## src/rtl/core/tsit_pkg.sv

```systemverilog
package tsit_pkg;

    // Table geometry
    localparam int DEPTH      = 8;
    localparam int NAME_CHARS = 8;
    localparam int IDX_W      = (DEPTH > 1) ? $clog2(DEPTH) : 1;
    localparam int CNT_W      = $clog2(DEPTH + 1);

    localparam logic [63:0] BLANK_NAME = 64'h0000_0000_002D_2D2D;

    typedef logic [IDX_W-1:0] idx_t;
    typedef logic [CNT_W-1:0] cnt_t;

    typedef enum logic [1:0] {
        OP_INSERT  = 2'd0,
        OP_READ    = 2'd1,
        OP_QUALIFY = 2'd2
    } op_t;

    typedef struct packed {
        logic signed [31:0] score;
        logic [15:0]        level;
        logic [15:0]        lines;
        logic [63:0]        name;
    } rec_t;

    typedef struct packed {
        op_t        op;
        rec_t       rec;
        logic [7:0] entry_index;
    } item_t;

    typedef struct packed {
        logic               placed;
        logic [5:0]         rank;
        logic               qualifies;
        logic               entry_valid;
        logic signed [31:0] entry_score;
        logic [15:0]        entry_level;
        logic [15:0]        entry_lines;
        logic [63:0]        entry_name;
        logic [6:0]         fill_count;
        logic signed [31:0] best_score;
    } rsp_t;

    typedef struct packed {
        logic wr_en;
        idx_t wr_addr;
        logic rd_en;
        idx_t rd_addr;
    } mem_ctl_t;

    typedef struct packed {
        logic start;
        logic out_free;
    } seq_cmd_t;

    typedef struct packed {
        logic idle;
        logic done;
    } seq_stat_t;

    typedef enum logic [3:0] {
        ST_IDLE,
        ST_SCAN_RD,
        ST_SCAN_CMP,
        ST_SHIFT_RD,
        ST_SHIFT_WR,
        ST_PLACE,
        ST_FETCH_USE,
        ST_DONE
    } state_t;

    // Blank names become "---"; clear everything after the first zero byte
    function automatic logic [63:0] clean_name(input logic [63:0] raw);
        logic [63:0] src;
        logic [63:0] res;
        logic        live;
        src  = (raw[7:0] == 8'h00) ? BLANK_NAME : raw;
        res  = '0;
        live = 1'b1;
        for (int i = 0; i < 8; i++)
        begin
            if (src[8*i +: 8] == 8'h00)
            begin
                live = 1'b0;
            end
            if (live && (i < NAME_CHARS))
            begin
                res[8*i +: 8] = src[8*i +: 8];
            end
        end
        return res;
    endfunction

endpackage

```

## src/rtl/core/tsit_if.sv

```systemverilog
interface tsit_req_if;
    logic               valid;
    logic               ready;
    logic [1:0]         op;
    logic signed [31:0] score;
    logic [15:0]        level;
    logic [15:0]        lines;
    logic [63:0]        name_bytes;
    logic [7:0]         entry_index;

    modport source (output valid, op, score, level, lines, name_bytes, entry_index,
                    input ready);
    modport sink   (input valid, op, score, level, lines, name_bytes, entry_index,
                    output ready);
endinterface

interface tsit_rsp_if;
    logic               valid;
    logic               ready;
    logic               placed;
    logic [5:0]         rank;
    logic               qualifies;
    logic               entry_valid;
    logic signed [31:0] entry_score;
    logic [15:0]        entry_level;
    logic [15:0]        entry_lines;
    logic [63:0]        entry_name;
    logic [6:0]         fill_count;
    logic signed [31:0] best_score;

    modport source (output valid, placed, rank, qualifies, entry_valid, entry_score,
                    entry_level, entry_lines, entry_name, fill_count, best_score,
                    input ready);
    modport sink   (input valid, placed, rank, qualifies, entry_valid, entry_score,
                    entry_level, entry_lines, entry_name, fill_count, best_score,
                    output ready);
endinterface

```

## src/rtl/core/tsit_store.sv

```systemverilog
module tsit_store (
    input  logic               clk,
    input  tsit_pkg::mem_ctl_t ctl,
    input  tsit_pkg::rec_t     wr_data,
    output tsit_pkg::rec_t     rd_data
);

    tsit_pkg::rec_t mem [tsit_pkg::DEPTH];
    tsit_pkg::rec_t rd_data_reg;

    // One write port, one registered read port
    always_ff @(posedge clk)
    begin
        if (ctl.wr_en)
        begin
            mem[ctl.wr_addr] <= wr_data;
        end
        if (ctl.rd_en)
        begin
            rd_data_reg <= mem[ctl.rd_addr];
        end
    end

    assign rd_data = rd_data_reg;

endmodule

```

## src/rtl/core/tsit_seq.sv

```systemverilog
module tsit_seq (
    input  logic                clk,
    input  logic                rst_n,
    input  tsit_pkg::seq_cmd_t  cmd,
    input  tsit_pkg::item_t     item,
    output tsit_pkg::seq_stat_t stat,
    output tsit_pkg::rsp_t      rsp
);

    localparam tsit_pkg::cnt_t DEPTH_CNT = tsit_pkg::cnt_t'(tsit_pkg::DEPTH);
    localparam tsit_pkg::idx_t LAST_IDX  = tsit_pkg::idx_t'(tsit_pkg::DEPTH - 1);

    tsit_pkg::state_t   state_reg, state_next;
    tsit_pkg::item_t    item_reg, item_next;
    tsit_pkg::cnt_t     cnt_reg, cnt_next;
    tsit_pkg::cnt_t     ptr_reg, ptr_next;
    tsit_pkg::cnt_t     rank_reg, rank_next;
    logic signed [31:0] best_reg, best_next;
    tsit_pkg::rsp_t     res_reg, res_next;

    tsit_pkg::mem_ctl_t mem_ctl;
    tsit_pkg::rec_t     wr_data;
    tsit_pkg::rec_t     rd_data;

    logic               cmp_gt;
    logic               scan_end;
    logic               read_hit;
    logic               full;
    tsit_pkg::cnt_t     shift_last;

    tsit_store u_store (
        .clk     (clk),
        .ctl     (mem_ctl),
        .wr_data (wr_data),
        .rd_data (rd_data)
    );

    // Shared signed compare against the entry just read
    assign cmp_gt     = item_reg.rec.score > rd_data.score;
    assign scan_end   = (ptr_reg == cnt_reg);
    assign full       = (cnt_reg == DEPTH_CNT);
    assign read_hit   = item.entry_index < 8'(cnt_reg);
    assign shift_last = full ? (DEPTH_CNT - 1'b1) : cnt_reg;

    // Next state
    always_comb
    begin
        state_next = state_reg;
        unique case (state_reg)
            tsit_pkg::ST_IDLE:
            begin
                if (cmd.start)
                begin
                    priority case (item.op)
                        tsit_pkg::OP_INSERT:  state_next = tsit_pkg::ST_SCAN_RD;
                        tsit_pkg::OP_READ:
                            state_next = read_hit ? tsit_pkg::ST_FETCH_USE
                                                  : tsit_pkg::ST_DONE;
                        tsit_pkg::OP_QUALIFY:
                            state_next = (item.rec.score > 0 && full)
                                         ? tsit_pkg::ST_FETCH_USE : tsit_pkg::ST_DONE;
                        default:              state_next = tsit_pkg::ST_DONE;
                    endcase
                end
            end
            tsit_pkg::ST_SCAN_RD:
            begin
                if (!scan_end)
                begin
                    state_next = tsit_pkg::ST_SCAN_CMP;
                end
                else if (ptr_reg == DEPTH_CNT)
                begin
                    state_next = tsit_pkg::ST_DONE;
                end
                else
                begin
                    state_next = tsit_pkg::ST_SHIFT_RD;
                end
            end
            tsit_pkg::ST_SCAN_CMP:
                state_next = cmp_gt ? tsit_pkg::ST_SHIFT_RD : tsit_pkg::ST_SCAN_RD;
            tsit_pkg::ST_SHIFT_RD:
                state_next = (ptr_reg == rank_reg) ? tsit_pkg::ST_PLACE
                                                   : tsit_pkg::ST_SHIFT_WR;
            tsit_pkg::ST_SHIFT_WR:  state_next = tsit_pkg::ST_SHIFT_RD;
            tsit_pkg::ST_PLACE:     state_next = tsit_pkg::ST_DONE;
            tsit_pkg::ST_FETCH_USE: state_next = tsit_pkg::ST_DONE;
            tsit_pkg::ST_DONE:
                state_next = cmd.out_free ? tsit_pkg::ST_IDLE : tsit_pkg::ST_DONE;
            default:                state_next = tsit_pkg::ST_IDLE;
        endcase
    end

    // Datapath control and memory access
    always_comb
    begin
        item_next       = item_reg;
        cnt_next        = cnt_reg;
        ptr_next        = ptr_reg;
        rank_next       = rank_reg;
        best_next       = best_reg;
        res_next        = res_reg;
        mem_ctl         = '0;
        wr_data         = rd_data;
        unique case (state_reg)
            tsit_pkg::ST_IDLE:
            begin
                if (cmd.start)
                begin
                    item_next = item;
                    ptr_next  = '0;
                    res_next  = '0;
                    if (item.op == tsit_pkg::OP_READ)
                    begin
                        mem_ctl.rd_en   = read_hit;
                        mem_ctl.rd_addr = item.entry_index[tsit_pkg::IDX_W-1:0];
                    end
                    else if (item.op == tsit_pkg::OP_QUALIFY)
                    begin
                        mem_ctl.rd_en       = 1'b1;
                        mem_ctl.rd_addr     = LAST_IDX;
                        res_next.qualifies  = (item.rec.score > 0) && !full;
                    end
                end
            end
            tsit_pkg::ST_SCAN_RD:
            begin
                if (!scan_end)
                begin
                    mem_ctl.rd_en   = 1'b1;
                    mem_ctl.rd_addr = ptr_reg[tsit_pkg::IDX_W-1:0];
                end
                else
                begin
                    // No lower entry: append at the fill count
                    rank_next = ptr_reg;
                    ptr_next  = shift_last;
                end
            end
            tsit_pkg::ST_SCAN_CMP:
            begin
                if (cmp_gt)
                begin
                    rank_next = ptr_reg;
                    ptr_next  = shift_last;
                end
                else
                begin
                    ptr_next = ptr_reg + 1'b1;
                end
            end
            tsit_pkg::ST_SHIFT_RD:
            begin
                if (ptr_reg != rank_reg)
                begin
                    mem_ctl.rd_en   = 1'b1;
                    mem_ctl.rd_addr = tsit_pkg::IDX_W'(ptr_reg - 1'b1);
                end
            end
            tsit_pkg::ST_SHIFT_WR:
            begin
                // Move the entry above down one place
                mem_ctl.wr_en   = 1'b1;
                mem_ctl.wr_addr = ptr_reg[tsit_pkg::IDX_W-1:0];
                wr_data         = rd_data;
                ptr_next        = ptr_reg - 1'b1;
            end
            tsit_pkg::ST_PLACE:
            begin
                mem_ctl.wr_en   = 1'b1;
                mem_ctl.wr_addr = rank_reg[tsit_pkg::IDX_W-1:0];
                wr_data         = item_reg.rec;
                if (!full)
                begin
                    cnt_next = cnt_reg + 1'b1;
                end
                if (rank_reg == '0)
                begin
                    best_next = item_reg.rec.score;
                end
                res_next.placed = 1'b1;
                res_next.rank   = 6'(rank_reg);
            end
            tsit_pkg::ST_FETCH_USE:
            begin
                if (item_reg.op == tsit_pkg::OP_READ)
                begin
                    res_next.entry_valid = 1'b1;
                    res_next.entry_score = rd_data.score;
                    res_next.entry_level = rd_data.level;
                    res_next.entry_lines = rd_data.lines;
                    res_next.entry_name  = rd_data.name;
                end
                else
                begin
                    res_next.qualifies = cmp_gt;
                end
            end
            tsit_pkg::ST_DONE:
            begin
                mem_ctl = '0;
            end
            default:
            begin
                mem_ctl = '0;
            end
        endcase
    end

    always_ff @(posedge clk or negedge rst_n)
    begin
        if (!rst_n)
        begin
            state_reg <= tsit_pkg::ST_IDLE;
            cnt_reg   <= '0;
            best_reg  <= '0;
        end
        else
        begin
            state_reg <= state_next;
            cnt_reg   <= cnt_next;
            best_reg  <= best_next;
        end
    end

    always_ff @(posedge clk)
    begin
        item_reg <= item_next;
        ptr_reg  <= ptr_next;
        rank_reg <= rank_next;
        res_reg  <= res_next;
    end

    // Report status and the finished result
    always_comb
    begin
        stat.idle       = (state_reg == tsit_pkg::ST_IDLE);
        stat.done       = (state_reg == tsit_pkg::ST_DONE);
        rsp             = res_reg;
        rsp.fill_count  = 7'(cnt_reg);
        rsp.best_score  = (cnt_reg == '0) ? 32'sd0 : best_reg;
    end

endmodule

```

## src/rtl/core/topk_sorted_insert_table.sv

```systemverilog
// Channel  Modport  Transaction
// -------  -------  ------------------------------------------------------
// req      sink     op, score, level, lines, name_bytes, entry_index
// rsp      source   placed, rank, qualifies, entry_valid, entry_*, fill_count,
//                   best_score
//
// One item at a time; req.ready is high only while the sequencer is idle.
// Insert scans from the top, reading and comparing one entry at a time until it meets
// a lower score, then moves the entries from that rank on down one place (read, then
// write) and writes the record in its place; compares and shifts together never exceed
// DEPTH. Read and qualify fetch at most one entry before the result is ready.
// A finished result sits in the rsp register;
// the next item is accepted while it waits, and holds in its last step until
// the register frees. Reset empties the table; the record memory is not cleared.
module topk_sorted_insert_table (
    input  logic clk,
    input  logic rst_n,
    tsit_req_if.sink   req,
    tsit_rsp_if.source rsp
);

    tsit_pkg::seq_cmd_t  cmd;
    tsit_pkg::seq_stat_t stat;
    tsit_pkg::item_t     item;
    tsit_pkg::rsp_t      seq_rsp;

    logic                rsp_valid_reg, rsp_valid_next;
    tsit_pkg::rsp_t      rsp_reg;
    logic                out_free;
    logic                out_load;

    // Accept only when the sequencer is idle
    assign req.ready = stat.idle;

    // Clean the name on the way in
    always_comb
    begin
        item.op          = tsit_pkg::op_t'(req.op);
        item.rec.score   = req.score;
        item.rec.level   = req.level;
        item.rec.lines   = req.lines;
        item.rec.name    = tsit_pkg::clean_name(req.name_bytes);
        item.entry_index = req.entry_index;
    end

    assign out_free     = !rsp_valid_reg || rsp.ready;
    assign out_load     = stat.done && out_free;
    assign cmd.start    = req.valid && req.ready;
    assign cmd.out_free = out_free;

    tsit_seq u_seq (
        .clk   (clk),
        .rst_n (rst_n),
        .cmd   (cmd),
        .item  (item),
        .stat  (stat),
        .rsp   (seq_rsp)
    );

    // Hold the result until taken
    always_comb
    begin
        rsp_valid_next = rsp_valid_reg;
        if (out_load)
        begin
            rsp_valid_next = 1'b1;
        end
        else if (rsp.ready)
        begin
            rsp_valid_next = 1'b0;
        end
    end

    always_ff @(posedge clk or negedge rst_n)
    begin
        if (!rst_n)
        begin
            rsp_valid_reg <= 1'b0;
        end
        else
        begin
            rsp_valid_reg <= rsp_valid_next;
        end
    end

    always_ff @(posedge clk)
    begin
        if (out_load)
        begin
            rsp_reg <= seq_rsp;
        end
    end

    assign rsp.valid       = rsp_valid_reg;
    assign rsp.placed      = rsp_reg.placed;
    assign rsp.rank        = rsp_reg.rank;
    assign rsp.qualifies   = rsp_reg.qualifies;
    assign rsp.entry_valid = rsp_reg.entry_valid;
    assign rsp.entry_score = rsp_reg.entry_score;
    assign rsp.entry_level = rsp_reg.entry_level;
    assign rsp.entry_lines = rsp_reg.entry_lines;
    assign rsp.entry_name  = rsp_reg.entry_name;
    assign rsp.fill_count  = rsp_reg.fill_count;
    assign rsp.best_score  = rsp_reg.best_score;

endmodule
```

## src/flat_wrapper.sv

```systemverilog
// flat-port wrapper written by rule: the top's interface ports become plain ports
module topk_sorted_insert_table_flat 
  (clk, rst_n, req_valid, req_op, req_score, req_level, req_lines, req_name_bytes, req_entry_index, req_ready, rsp_valid, rsp_placed, rsp_rank, rsp_qualifies, rsp_entry_valid, rsp_entry_score, rsp_entry_level, rsp_entry_lines, rsp_entry_name, rsp_fill_count, rsp_best_score, rsp_ready);
  tsit_req_if req_i ();
  tsit_rsp_if rsp_i ();
  input  logic clk;
  input  logic rst_n;
  input wire logic [$bits(req_i.valid)-1:0] req_valid;
  input wire logic [$bits(req_i.op)-1:0] req_op;
  input wire logic [$bits(req_i.score)-1:0] req_score;
  input wire logic [$bits(req_i.level)-1:0] req_level;
  input wire logic [$bits(req_i.lines)-1:0] req_lines;
  input wire logic [$bits(req_i.name_bytes)-1:0] req_name_bytes;
  input wire logic [$bits(req_i.entry_index)-1:0] req_entry_index;
  output wire logic [$bits(req_i.ready)-1:0] req_ready;
  output wire logic [$bits(rsp_i.valid)-1:0] rsp_valid;
  output wire logic [$bits(rsp_i.placed)-1:0] rsp_placed;
  output wire logic [$bits(rsp_i.rank)-1:0] rsp_rank;
  output wire logic [$bits(rsp_i.qualifies)-1:0] rsp_qualifies;
  output wire logic [$bits(rsp_i.entry_valid)-1:0] rsp_entry_valid;
  output wire logic [$bits(rsp_i.entry_score)-1:0] rsp_entry_score;
  output wire logic [$bits(rsp_i.entry_level)-1:0] rsp_entry_level;
  output wire logic [$bits(rsp_i.entry_lines)-1:0] rsp_entry_lines;
  output wire logic [$bits(rsp_i.entry_name)-1:0] rsp_entry_name;
  output wire logic [$bits(rsp_i.fill_count)-1:0] rsp_fill_count;
  output wire logic [$bits(rsp_i.best_score)-1:0] rsp_best_score;
  input wire logic [$bits(rsp_i.ready)-1:0] rsp_ready;
  assign req_i.valid = req_valid;
  assign req_i.op = req_op;
  assign req_i.score = req_score;
  assign req_i.level = req_level;
  assign req_i.lines = req_lines;
  assign req_i.name_bytes = req_name_bytes;
  assign req_i.entry_index = req_entry_index;
  assign req_ready = req_i.ready;
  assign rsp_valid = rsp_i.valid;
  assign rsp_placed = rsp_i.placed;
  assign rsp_rank = rsp_i.rank;
  assign rsp_qualifies = rsp_i.qualifies;
  assign rsp_entry_valid = rsp_i.entry_valid;
  assign rsp_entry_score = rsp_i.entry_score;
  assign rsp_entry_level = rsp_i.entry_level;
  assign rsp_entry_lines = rsp_i.entry_lines;
  assign rsp_entry_name = rsp_i.entry_name;
  assign rsp_fill_count = rsp_i.fill_count;
  assign rsp_best_score = rsp_i.best_score;
  assign rsp_i.ready = rsp_ready;
  topk_sorted_insert_table u_core (.clk(clk), .rst_n(rst_n), .req(req_i), .rsp(rsp_i));
endmodule
```

## config.mk

```make
export PLATFORM = sky130hd
export DESIGN_NAME = topk_sorted_insert_table_flat
export DESIGN_NICKNAME = d
export VERILOG_FILES = /design/src/rtl/core/tsit_pkg.sv /design/src/rtl/core/tsit_if.sv /design/src/rtl/core/tsit_store.sv /design/src/rtl/core/tsit_seq.sv /design/src/rtl/core/topk_sorted_insert_table.sv /design/src/flat_wrapper.sv
export SDC_FILE = /design/constraint.sdc
export NUM_CORES = 2
export LEC_CHECK = 0
export BUFFER_PORTS_ARGS = -buffer_cell sky130_fd_sc_hd__buf_2
export CAP_MARGIN = 20
export CORE_ASPECT_RATIO = 0.9
export CORE_MARGIN = 2
export CORE_UTILIZATION = 40
export CTS_CLUSTER_DIAMETER = 30
export DETAILED_ROUTE_END_ITERATION = 8
export PLACE_DENSITY = 0.55
export SKIP_LAST_GASP = 1
export SLEW_MARGIN = 40
export SYNTH_ARGS = -nofsm -noshare
export SYNTH_HDL_FRONTEND = slang
export SYNTH_SLANG_ARGS = --single-unit
```

## constraint.sdc

```tcl
create_clock -name clk -period 12.6 [get_ports clk]
set_clock_uncertainty 0.2 [all_clocks]
set_input_delay 2.52 -clock clk [delete_from_list [all_inputs] [get_ports clk]]
set_output_delay 2.52 -clock clk [all_outputs]
set_load 0.02 [all_outputs]
```

==> out/results.tsv <==
metric	value	unit
place_area	67600	um2
drt-total-wl	163000	um
holdPathEnd	u_core.rsp.entry_name[30]	
cellPowerDensity	297	nW/um2
postCtsSetupBuffers	0	
viasPerCell	5.21	
die_h	382	um
synth_most_common_cell	edfxtp_1	
ant_nets	0	
cts_resized	0	
ys_warn_count	0	
hold_buffers	0	
drive_above_1_share	0.196	
placementRows	138	
ys_ff_latch	1636	
final_nets	5180	
critPathCaptureType	flop	
synthFlopType	edfxtp_1	
finalSetupTns	0	ps
synth_area	63600	um2
fin_ws	6950	ps
pre_cts_ws	5950	ps
ys_types	61	
hold_path.class	reg2reg	
yosysTopAreaCell	edfxtp_1	
clock_latency	910	ps
gr-usage-all-layers	0.199	
ctsRootBufferMaster	clkbuf_16	
min_period	5650	ps
htreeDepth	5	
utilization	0.506	
avgSynthCellArea	14.0	um2
max_slew_margin	0.393	
num_vias	38400	
start_util	0.404	
hold_viol_final	0	
synth-edff-count	1596	
ys_top_cells_by_count	1596 x edfxtp_1, 1130 x nand2_1, 314 x nor2_1	
first_pass_iters	6	
die_x	424	um
maxSlewViolCount	0	
synth_seq_area_share	0.770	
leakage	29.0	nW
hold-worst-slack	194	ps
r2r_slack	7910	ps
setup_viol	0	
cts_tree	built	
r2r-end	u_core.u_seq.rsp[56]	
numCtsBuffers	361	
worst_path_max_delay_cell	buf_4	
dpl.cell_count	6731	
tightest_slew	911	ps
portBuffers	314	
drc	0	
hold_depth	0	
boundaryPins	320	
synth_area_leaders	edfxtp_1 75%, nand2_1 6.7%, and3_1 2.3%	
grt_max_degree	157	
status	finished clean	
cp_max_fo	52	
netlist_instances	4530	
place.gp.congestion	0.772	
final_cells	7374	
fmax	0.177	GHz
drt_iter0_drc	3268	
yosysTopAreaCellShare	0.754	
fin_area	79600	um2
overflow	0	
fill_cells	13300	
area_growth	25.3	%
core	157000	um2
crit_arrival	5930	ps
r2r_cells	6	
cts_sinks	1636	
dieArea	162000	um2
critPathKind	in2reg	
fin_crit_sh	0.448	
rsz0062_at_grt	no	
cpPeakStageDelay	730	ps
crit_path_cell_trace	buf_2 -> or4b_4 -> inv_6 -> buf_16 -> a21o_4 -> buf_4 -> buf_4	
worstPathRequired	12890	ps
clkSlewWorstSetupHoldPaths	50	ps
async_reset_ff_frac	0.0244	
wl_per_cell	22.1	um
largest_reg_flops	1024	
grt_pass1_vias	39000	
start_kind	input pin	
regArea	48900	um2
dp_hpwl	85500	um
hp-start	u_core.u_seq.rsp[69]	
antenna_found_initial	4	
critPathMostFrequentCell	buf_4	
finalPower	23.6	mW
rr_startpoint	u_core.u_seq.state_reg[2]	
cap_violations	0	
ir_worst_vdd	0.225	mV
grt_first_pass_wirelength	244000	um
multi_input_area	13400	um2
clockBufferDepth	4	
[worst max-delay path by stage]
stage                     startpoint                           endpoint  slack [ps]  depth (start not counted)
after floorplan            rsp_ready           u_core.rsp.best_score[0]        1870                          3
after global placement     req_valid  u_core.u_seq.u_store.rd_data[122]        5810                          9
after detailed placement   req_valid  u_core.u_seq.u_store.rd_data[122]        5950                          9
after CTS                  req_valid  u_core.u_seq.u_store.rd_data[114]        6880                          9
after global routing       req_valid               u_core.u_seq.rsp[58]        6780                          7
final                      req_valid               u_core.u_seq.rsp[56]        6950                          7
[final cells by class]
class | count | share of cell area
Tap cell | 2100 | 0.0330
Timing Repair Buffer | 385 | 0.0333
Antenna cell | 1 | 0.0000314
Inverter | 47 | 0.00237
Clock buffer | 396 | 0.115
Sequential cell | 1636 | 0.614
Clock inverter | 242 | 0.0337
Multi-Input combinational cell | 2567 | 0.168
[power breakdown]
part / internal [mW] / total, mW / switching [mW] / leakage [nW]
logic: 1.80 / 6.16 / 4.36 / 8.19
registers: 7.98 / 8.38 / 0.407 / 15.1
clock network: 6.15 / 9.10 / 2.94 / 5.73
total: 15.9 / 23.6 / 7.71 / 29.0
[routing by layer]
metal / routed length (um) / up-vias / GRT usage
met1: 72100 / 19200 / 0.273
met4: 4520 / 0 / 0.0747
met5: 0 / - / 0
li1: - / 17700 / -
met3: 9830 / 307 / 0.0362
met2: 76800 / 1269 / 0.316
[logic make-up (layout without fill, tap and decap cells)]
kind of cell	after synthesis	in the layout	synth area share
simple gates	1975	1975	0.135
flops	1636	1636	0.770
compound gates	497	497	0.0565
buf+inv	331	1070	0.0227
fa+ha+maj	40	40	0.00787
mux	35	35	0.00618
xor+xnor	15	15	0.00207
other cells	1	6	0.0000590
[cell usage in the layout, fill, tap and decap left out, types with 31 or more instances in the layout]
cell | Yosys | final
edfxtp_1 | 1596 | 1596
nand2_1 | 1130 | 1129
clkbuf_16 | 0 | 362
buf_2 | 81 | 314
nor2_1 | 314 | 304
and3_1 | 232 | 231
o21ai_0 | 183 | 152
nand3_1 | 139 | 138
a311oi_1 | 128 | 128
a31o_1 | 114 | 114
clkinv_2 | 0 | 53
and2_1 | 52 | 52
inv_1 | 45 | 44
bufinv_16 | 0 | 44
ha_1 | 40 | 40
nor2b_1 | 40 | 39
clkinv_1 | 1 | 39
clkinvlp_4 | 0 | 38
dfrtp_1 | 40 | 38
mux2_2 | 34 | 34
clkbuf_1 | 164 | 33
inv_6 | 0 | 31
[worst max-delay path: cells and delay by family]
kind	cells	cell delay, ps
compound gates	1	500
buf+inv	5	2110
simple gates	1	540
Note: power is estimated with default switching activity, not from simulation.
